===== config.mk =====
export PLATFORM = sky130hd
export DESIGN_NAME = stns_ctrl
export DESIGN_NICKNAME = d
export VERILOG_FILES = /design/src/sv/stns_pkg.sv /design/src/sv/stns_ctrl.sv
export SDC_FILE = /design/constraint.sdc
export NUM_CORES = 1
export LEC_CHECK = 0
export ABC_CLOCK_PERIOD_IN_PS = 1700
export BUFFER_PORTS_ARGS = -buffer_cell sky130_fd_sc_hd__buf_2
export CAP_MARGIN = 20
export CORE_MARGIN = 5
export CORE_UTILIZATION = 48
export DETAILED_ROUTE_END_ITERATION = 16
export MAX_ROUTING_LAYER = met4
export PLACE_DENSITY = 0.83
export RECOVER_POWER = 100
export SETUP_SLACK_MARGIN = 0.1
export SYNTH_ARGS = -nofsm -noshare
export SYNTH_HDL_FRONTEND = slang
export SYNTH_SLANG_ARGS = --single-unit

===== constraint.sdc =====
create_clock -name clock -period 1.7 [get_ports clock]
set_input_delay 0.17 -clock clock [delete_from_list [all_inputs] [get_ports clock]]
set_output_delay 0.17 -clock clock [all_outputs]
set_load 0.005 [all_outputs]

===== src/sv/stns_pkg.sv =====
// ============================================================================
// Sorted table nearest search: shared definitions
// Codes, controller states and the command/status bundles between the
// controller and the datapath.
// ============================================================================
package stns_pkg;

   localparam int DEF_TABLE_DEPTH = 256;
   localparam int DEF_VALUE_WIDTH = 32;
   localparam int INDEX_W         = 8;
   localparam int COUNT_W         = 9;

   localparam logic [COUNT_W-1:0] COUNT_RESET = COUNT_W'(1);

   localparam logic OP_WRITE = 1'b0;
   localparam logic OP_QUERY = 1'b1;

   typedef enum logic [2:0] {
      ST_IDLE,
      ST_CHK_FIRST,
      ST_CHK_LAST,
      ST_CHK_MID,
      ST_CHK_BELOW,
      ST_CHK_ABOVE
   } state_type;

   typedef enum logic [2:0] {
      RD_FIRST,
      RD_LAST,
      RD_MID,
      RD_BELOW,
      RD_ABOVE
   } rd_sel_type;

   typedef enum logic [1:0] {
      BND_HOLD,
      BND_INIT,
      BND_LOWER,
      BND_UPPER
   } bnd_op_type;

   typedef enum logic [1:0] {
      RES_DATA,
      RES_PROBE,
      RES_NEAR_BELOW,
      RES_NEAR_ABOVE
   } res_sel_type;

   typedef struct packed {
      logic        wr_en;
      logic        load;
      logic        rd_en;
      rd_sel_type  rd_sel;
      bnd_op_type  bnd_op;
      logic        probe_ld;
      logic        res_ld;
      res_sel_type res_sel;
   } cmd_type;

   typedef struct packed {
      logic t_lt;
      logic t_eq;
      logic mid_zero;
      logic mid_top;
      logic open_lower;
      logic open_upper;
   } status_type;

endpackage


===== src/sv/stns_ctrl.sv =====
// ============================================================================
// Sorted table nearest search: controller
// Sequences boundary checks and the binary search probes, owns the
// response valid flag.
// ============================================================================
module stns_ctrl (
   input  logic                 clock,
   input  logic                 reset,
   input  logic                 req_valid,
   input  logic                 req_opcode,
   output logic                 req_ready,
   output logic                 rsp_valid,
   input  logic                 rsp_ready,
   input  stns_pkg::status_type status,
   output stns_pkg::cmd_type    cmd
);
   import stns_pkg::*;

   state_type state_ff, state_in;
   logic      rsp_valid_ff, rsp_valid_in;
   logic      out_free;
   logic      t_gt;

   assign out_free = !rsp_valid_ff || rsp_ready;
   assign t_gt     = !status.t_lt && !status.t_eq;

   always_comb begin
      state_in = state_ff;
      unique case (state_ff)
         ST_IDLE: begin
            if (req_valid && req_opcode == OP_QUERY) begin
               state_in = ST_CHK_FIRST;
            end
         end
         ST_CHK_FIRST: begin
            if (out_free) begin
               state_in = (status.t_lt || status.t_eq) ? ST_IDLE : ST_CHK_LAST;
            end
         end
         ST_CHK_LAST: begin
            if (out_free) begin
               state_in = status.t_lt ? ST_CHK_MID : ST_IDLE;
            end
         end
         ST_CHK_MID: begin
            if (out_free) begin
               if (status.t_eq) begin
                  state_in = ST_IDLE;
               end else if (status.t_lt) begin
                  if (!status.mid_zero) state_in = ST_CHK_BELOW;
                  else state_in = status.open_lower ? ST_CHK_MID : ST_IDLE;
               end else begin
                  if (!status.mid_top) state_in = ST_CHK_ABOVE;
                  else state_in = status.open_upper ? ST_CHK_MID : ST_IDLE;
               end
            end
         end
         ST_CHK_BELOW: begin
            if (out_free) begin
               if (t_gt) state_in = ST_IDLE;
               else state_in = status.open_lower ? ST_CHK_MID : ST_IDLE;
            end
         end
         ST_CHK_ABOVE: begin
            if (out_free) begin
               if (status.t_lt) state_in = ST_IDLE;
               else state_in = status.open_upper ? ST_CHK_MID : ST_IDLE;
            end
         end
         default: state_in = ST_IDLE;
      endcase
   end

   always_comb begin
      cmd       = '0;
      req_ready = 1'b0;
      unique case (state_ff)
         ST_IDLE: begin
            req_ready = 1'b1;
            if (req_valid) begin
               if (req_opcode == OP_WRITE) begin
                  cmd.wr_en = 1'b1;
               end else begin
                  cmd.load   = 1'b1;
                  cmd.rd_en  = 1'b1;
                  cmd.rd_sel = RD_FIRST;
               end
            end
         end
         ST_CHK_FIRST: begin
            if (out_free) begin
               if (status.t_lt || status.t_eq) begin
                  cmd.res_ld  = 1'b1;
                  cmd.res_sel = RES_DATA;
               end else begin
                  cmd.rd_en  = 1'b1;
                  cmd.rd_sel = RD_LAST;
               end
            end
         end
         ST_CHK_LAST: begin
            if (out_free) begin
               if (!status.t_lt) begin
                  cmd.res_ld  = 1'b1;
                  cmd.res_sel = RES_DATA;
               end else begin
                  cmd.bnd_op = BND_INIT;
                  cmd.rd_en  = 1'b1;
                  cmd.rd_sel = RD_MID;
               end
            end
         end
         ST_CHK_MID: begin
            if (out_free) begin
               cmd.probe_ld = 1'b1;
               if (status.t_eq) begin
                  cmd.res_ld  = 1'b1;
                  cmd.res_sel = RES_DATA;
               end else if (status.t_lt) begin
                  if (!status.mid_zero) begin
                     cmd.rd_en  = 1'b1;
                     cmd.rd_sel = RD_BELOW;
                  end else begin
                     cmd.bnd_op = BND_LOWER;
                     if (status.open_lower) begin
                        cmd.rd_en  = 1'b1;
                        cmd.rd_sel = RD_MID;
                     end else begin
                        cmd.res_ld  = 1'b1;
                        cmd.res_sel = RES_DATA;
                     end
                  end
               end else begin
                  if (!status.mid_top) begin
                     cmd.rd_en  = 1'b1;
                     cmd.rd_sel = RD_ABOVE;
                  end else begin
                     cmd.bnd_op = BND_UPPER;
                     if (status.open_upper) begin
                        cmd.rd_en  = 1'b1;
                        cmd.rd_sel = RD_MID;
                     end else begin
                        cmd.res_ld  = 1'b1;
                        cmd.res_sel = RES_DATA;
                     end
                  end
               end
            end
         end
         ST_CHK_BELOW: begin
            if (out_free) begin
               if (t_gt) begin
                  cmd.res_ld  = 1'b1;
                  cmd.res_sel = RES_NEAR_BELOW;
               end else begin
                  cmd.bnd_op = BND_LOWER;
                  if (status.open_lower) begin
                     cmd.rd_en  = 1'b1;
                     cmd.rd_sel = RD_MID;
                  end else begin
                     cmd.res_ld  = 1'b1;
                     cmd.res_sel = RES_PROBE;
                  end
               end
            end
         end
         ST_CHK_ABOVE: begin
            if (out_free) begin
               if (status.t_lt) begin
                  cmd.res_ld  = 1'b1;
                  cmd.res_sel = RES_NEAR_ABOVE;
               end else begin
                  cmd.bnd_op = BND_UPPER;
                  if (status.open_upper) begin
                     cmd.rd_en  = 1'b1;
                     cmd.rd_sel = RD_MID;
                  end else begin
                     cmd.res_ld  = 1'b1;
                     cmd.res_sel = RES_PROBE;
                  end
               end
            end
         end
         default: begin
            cmd = '0;
         end
      endcase
   end

   always_comb begin
      rsp_valid_in = rsp_valid_ff;
      if (cmd.res_ld) rsp_valid_in = 1'b1;
      else if (rsp_ready) rsp_valid_in = 1'b0;
   end

   always_ff @(posedge clock) begin
      if (reset) begin
         state_ff     <= ST_IDLE;
         rsp_valid_ff <= 1'b0;
      end else begin
         state_ff     <= state_in;
         rsp_valid_ff <= rsp_valid_in;
      end
   end

   assign rsp_valid = rsp_valid_ff;

   a_query_starts: assert property (@(posedge clock) disable iff (reset)
      (req_valid && req_ready && req_opcode == OP_QUERY) |=> state_ff == ST_CHK_FIRST)
      else $error("query transaction did not start the search");

   a_no_overwrite: assert property (@(posedge clock) disable iff (reset)
      cmd.res_ld |-> (!rsp_valid_ff || rsp_ready))
      else $error("result loaded over a pending response");

   a_result_from_search: assert property (@(posedge clock) disable iff (reset)
      $rose(rsp_valid_ff) |-> $past(state_ff) != ST_IDLE)
      else $error("response raised outside a search");

   a_busy_no_accept: assert property (@(posedge clock) disable iff (reset)
      (state_ff != ST_IDLE) |-> (!cmd.wr_en && !cmd.load))
      else $error("request taken during a search");

endmodule


# Word-level counts from Yosys, hierarchy flattened
# Index checks and enable logic that the tools add are counted.
[word_totals]
reg_bits = 4
in_bits = 11
output_inout_bits = 14
wordCells = 84
[op_classes]
n_eq_ne = 11
n_mux = 61
reduce_logical = 10
[ops]
columns = ["cell", "n"]
rows = [
  ["$mux W3", 26],
  ["$mux W6", 9],
  ["$mux W4", 6],
  ["$pmux W4 S6", 1],
  ["$mux W2", 9],
  ["$pmux W3 S6", 1],
  ["$pmux W3 S5", 1],
  ["$ne A2 B2 Y1 const B", 6],
  ["$mux W10", 1],
  ["$pmux W2 S4", 1],
  ["$eq A3 B2 Y1 const B", 2],
  ["$eq A3 B3 Y1 const B", 2],
  ["$reduce_and A6 Y1", 1],
  ["$mux W1", 5],
  ["$mux W5", 1],
  ["$eq A3 B1 Y1 const B", 1],
  ["$logic_not A1 Y1", 3],
  ["$logic_not A3 Y1", 1],
  ["$logic_and A1 B1 Y1", 2],
  ["$logic_or A1 B1 Y1", 2],
  ["$reduce_bool A2 Y1", 1],
]

# Longest topological paths before layout
[logic_depth]
depth_word = 7
ltp_mapped = 6
ltp_nobuf = 4

# Least setup slack after synthesis
# OpenSTA, ideal clock, no wires.
[synth_timing]
path_type = "register -> output"
from = "reg state_ff[1]"
to = "out cmd[2] (netlist name)"
arrival_ps = 1167
t_required_ps = 1530
path_slack_ps = 363
path_stages_with_launch = 7
path_buffers = 2
path_cell_list = "dfxtp_1 -> buf_4 -> and2b_1 -> o21ai_0 -> a21o_1 -> o21ai_0 -> buf_4"
[synth_lines]
columns = ["element", "line", "rtl"]
rows = [
  ["from (decl)", "stns_ctrl.sv:19", "state_type state_ff, state_in;"],
  ["from (signal assigned)", "stns_ctrl.sv:201", "state_ff <= state_in;"],
  ["to (decl)", "stns_ctrl.sv:15", "output stns_pkg::cmd_type cmd"],
]

==> results.json <==
{
  "synthArstFlopShare_pct": 0,
  "route.final.wire_length_mm": 2.26,
  "dieArea_um2": 2260,
  "grt_usage_pct": 22.6,
  "criticalPathCategory": "reg -> out",
  "p_seq_share_pct": 29.1,
  "hold_slack_ns": 0.193,
  "mappedNetlistArea_um2": 676,
  "cp_data_arrival_time_ns": 1.50,
  "dp_cells": 130,
  "fmax_mhz": 600,
  "initial_core_util_pct": 51.3,
  "dr.pass1.iters": 4,
  "finalPower_uw": 392,
  "hold_depth": 2,
  "dpl-instance-area_um2": 817,
  "crit_slowest_cell": "dfxtp_4",
  "synth_warnings": 0,
  "synth_edf_count": 0,
  "viasPerCell": 6.28,
  "skew_ns": 0.00274,
  "hold_class": "in -> reg",
  "path_delay_family": "simple AND/OR/NAND/NOR gates",
  "timing.rr.start": "state_ff[1]$_SDFFE_PP0P_",
  "antenna_cells": 0,
  "first_iter_violations": 38,
  "grt_pass1_wl_mm": 3.44,
  "finalHoldViolCount": 0,
  "synthCells": 92,
  "antenna_left": 0,
  "vdd_drop_max_uv": 345,
  "combinationalPowerShare_pct": 39.7,
  "clock_path_buffers": 2,
  "drcViolationCount": 0,
  "status": "finished, final reports clean",
  "synth.distinct_cells": 42,
  "htreeDepth": 1,
  "cts.sinks": 4,
  "critPathMaxFanout": 8,
  "period_share_pct": 98.0,
  "synth_nets": 103,
  "leakagePower_uw": 0.000424,
  "startpoint": "state_ff[1]$_SDFFE_PP0P_",
  "synth_seq_cells": 4,
  "clkTransAtPathRegs_ns": 0.03,
  "rsz0062_at_grt": "true",
  "die_height_um": 47.5,
  "core_um2": 1320,
  "grt_max_degree": 15,
  "insertion_delay_ns": 0.24,
  "internal_power_uw": 251,
  "reg2reg_slack_ns": 0.16,
  "cts_tree": "built",
  "clockPowerShare_pct": 31.2,
  "setup_viol": 0,
  "dp_hpwl_mm": 1.60,
  "die_x_um": 47.5,
  "final_area_um2": 986,
  "powerDensity_nw_per_um2": 398,
  "drive_gt1_share_pct": 55.3,
  "maxCapViolations": 0,
  "rows": 13,
  "hp-start": "reset",
  "crit_required_ns": 1.53,
  "p_switching_uw": 142,
  "final_common_cell": "buf_2",
  "antenna_found_initial": 0,
  "via_count": 867,
  "max_stage_delay_ns": 0.36,
  "swShare_pct": 36.1,
  "io_pins": 25,
  "io_buffers": 24,
  "path_buf_inv": 2,
  "finalNonFillerCells": 138,
  "yosys_most_used_dff": "dfxtp_1",
  "worst_pin_slew_ns": 0.389,
  "worst_setup_path_end_kind": "primary output",
  "worstHoldEndpoint": "rsp_valid$_SDFFE_PP0P_",
  "reg2reg_depth": 6,
  "grt_pass1_vias": 794,
  "wl_per_cell_um": 16.4,
  "root_buffer": "clkbuf_4",
  "yosysSeqAreaShare_pct": 11.9,
  "startpoint_type": "register",
  "mostFrequentLayoutCells": "buf_2, buf_4, nand2_1, a21oi_1, nor2_1",
  "r2r-end": "state_ff[1]$_SDFFE_PP0P_",
  "gp_congestion": 0.933,
  "syn2layout_area_growth_pct": 45.9,
  "period_needed_ns": 1.67,
  "grt.overflow.total": 0,
  "max_slew_margin_pct": 74.0,
  "n_fill_cell": 93,
  "cts-buffers-inserted": 3,
  "fin_nets": 136,
  "finalMaxSlewViolations": 0,
  "path_cells": "buf_8 > nand4bb_4 > or3b_1 > a21oi_1 > buf_2",
  "synth_area_per_cell_um2": 7.34
}
-- Yosys cell counts (2+ instances only) --
cell type  instances  area share, %
a21o_1             2            2.2
a21oi_1            7            5.2
a2bb2oi_1          2            2.6
a31oi_1            2            1.9
and2b_1            2            2.2
buf_2              4            3.0
buf_4              3            3.3
dfxtp_1            4             12
inv_1              3            1.7
nand2_1            6            3.3
nand2b_1           2            1.9
nand3_1            4            3.0
nand4_1            3            2.8
nor2_1             6            3.3
nor2b_1            3            2.8
nor3_1             3            2.2
nor3b_1            3            3.3
nor3b_2            2            3.7
o21ai_0            5            3.7
o22ai_1            3            2.8
o31ai_1            2            2.2
-- worst max path at each step --
| stage | to | slack [ns] | cells past startpoint |
|---|---|---|---|
| finish | cmd[6] | 0.03 | 5 |
| global route | cmd[6] | -0.04 | 5 |
| CTS | cmd[9] | 0.04 | 5 |
| detailed placement | cmd[9] | 0.04 | 5 |
| global placement | cmd[9] | 0.14 | 5 |
| floorplan | cmd[2] | 0.36 | 6 |
-- cells by family (layout without fill, tap and decap cells) --
group,after synthesis,in the layout,synth area share [%]
buffers and inverters,12,43,10.2
AND/OR/NAND/NOR,45,45,45.6
AO/OA/AOI/OAI,30,30,30.9
multiplexers,1,1,1.48
flip-flops,4,4,11.9
-- worst reg2reg max path: cells and delay by family (launching register included) --
kind                   cells  cell delay, ns
AND/OR/NAND/NOR            2            0.44
AO/OA/AOI/OAI              2            0.41
flip-flops                 1            0.35
buffers and inverters      2            0.27
-- power groups by stage --
stage	combinational, µW	clock (µW)	sequential [µW]
3_3_place_gp	131	0	113
2_1_floorplan	97.3	0	104
3_5_place_dp	135	0	114
6_report	156	122	114
4_1_cts	141	127	113
5_1_grt	172	135	115
-- what timing repair did --
action                     4_1_cts  5_1_grt
pin swaps                        5        4
setup endpoints to repair       11       12
hold buffers                     0        0
setup buffers                    4        1
resized for setup               18       13
-- state kept, by name, summed over array words and instances, names as in the netlist --
name       count
rsp_valid      1
state_ff       3
-- per-layer routing --
metal | vias to the layer above | part of all wire (%) | global-route usage (%)
li1 | 415 | - | -
met1 | 402 | 39 | 25.6
met2 | 46 | 52 | 38.0
met3 | 4 | 8.0 | 5.64
met4 | 0 | 1.7 | 8.29
met5 | - | 0 | -
-- layout make-up --
type	instances	area [µm²]	area share, %
clock buffer	3	22.5	2.28
inverter	3	11.3	1.14
multi-input combinational	76	618	62.7
sequential	4	92.6	9.39
tap	15	18.8	1.90
timing repair buffer	37	223	22.6
-- through the flow --
stage          setup slack [ns]  TNS (ns)  utilization (%)
2_1_floorplan             0.363         0                -
3_3_place_gp              0.137         0             62.0
3_5_place_dp             0.0372         0             62.0
4_1_cts                  0.0398         0             69.5
5_1_grt                 -0.0446   -0.0602             74.8
6_report                 0.0338         0             74.8
(Power assumes the default switching activity.)
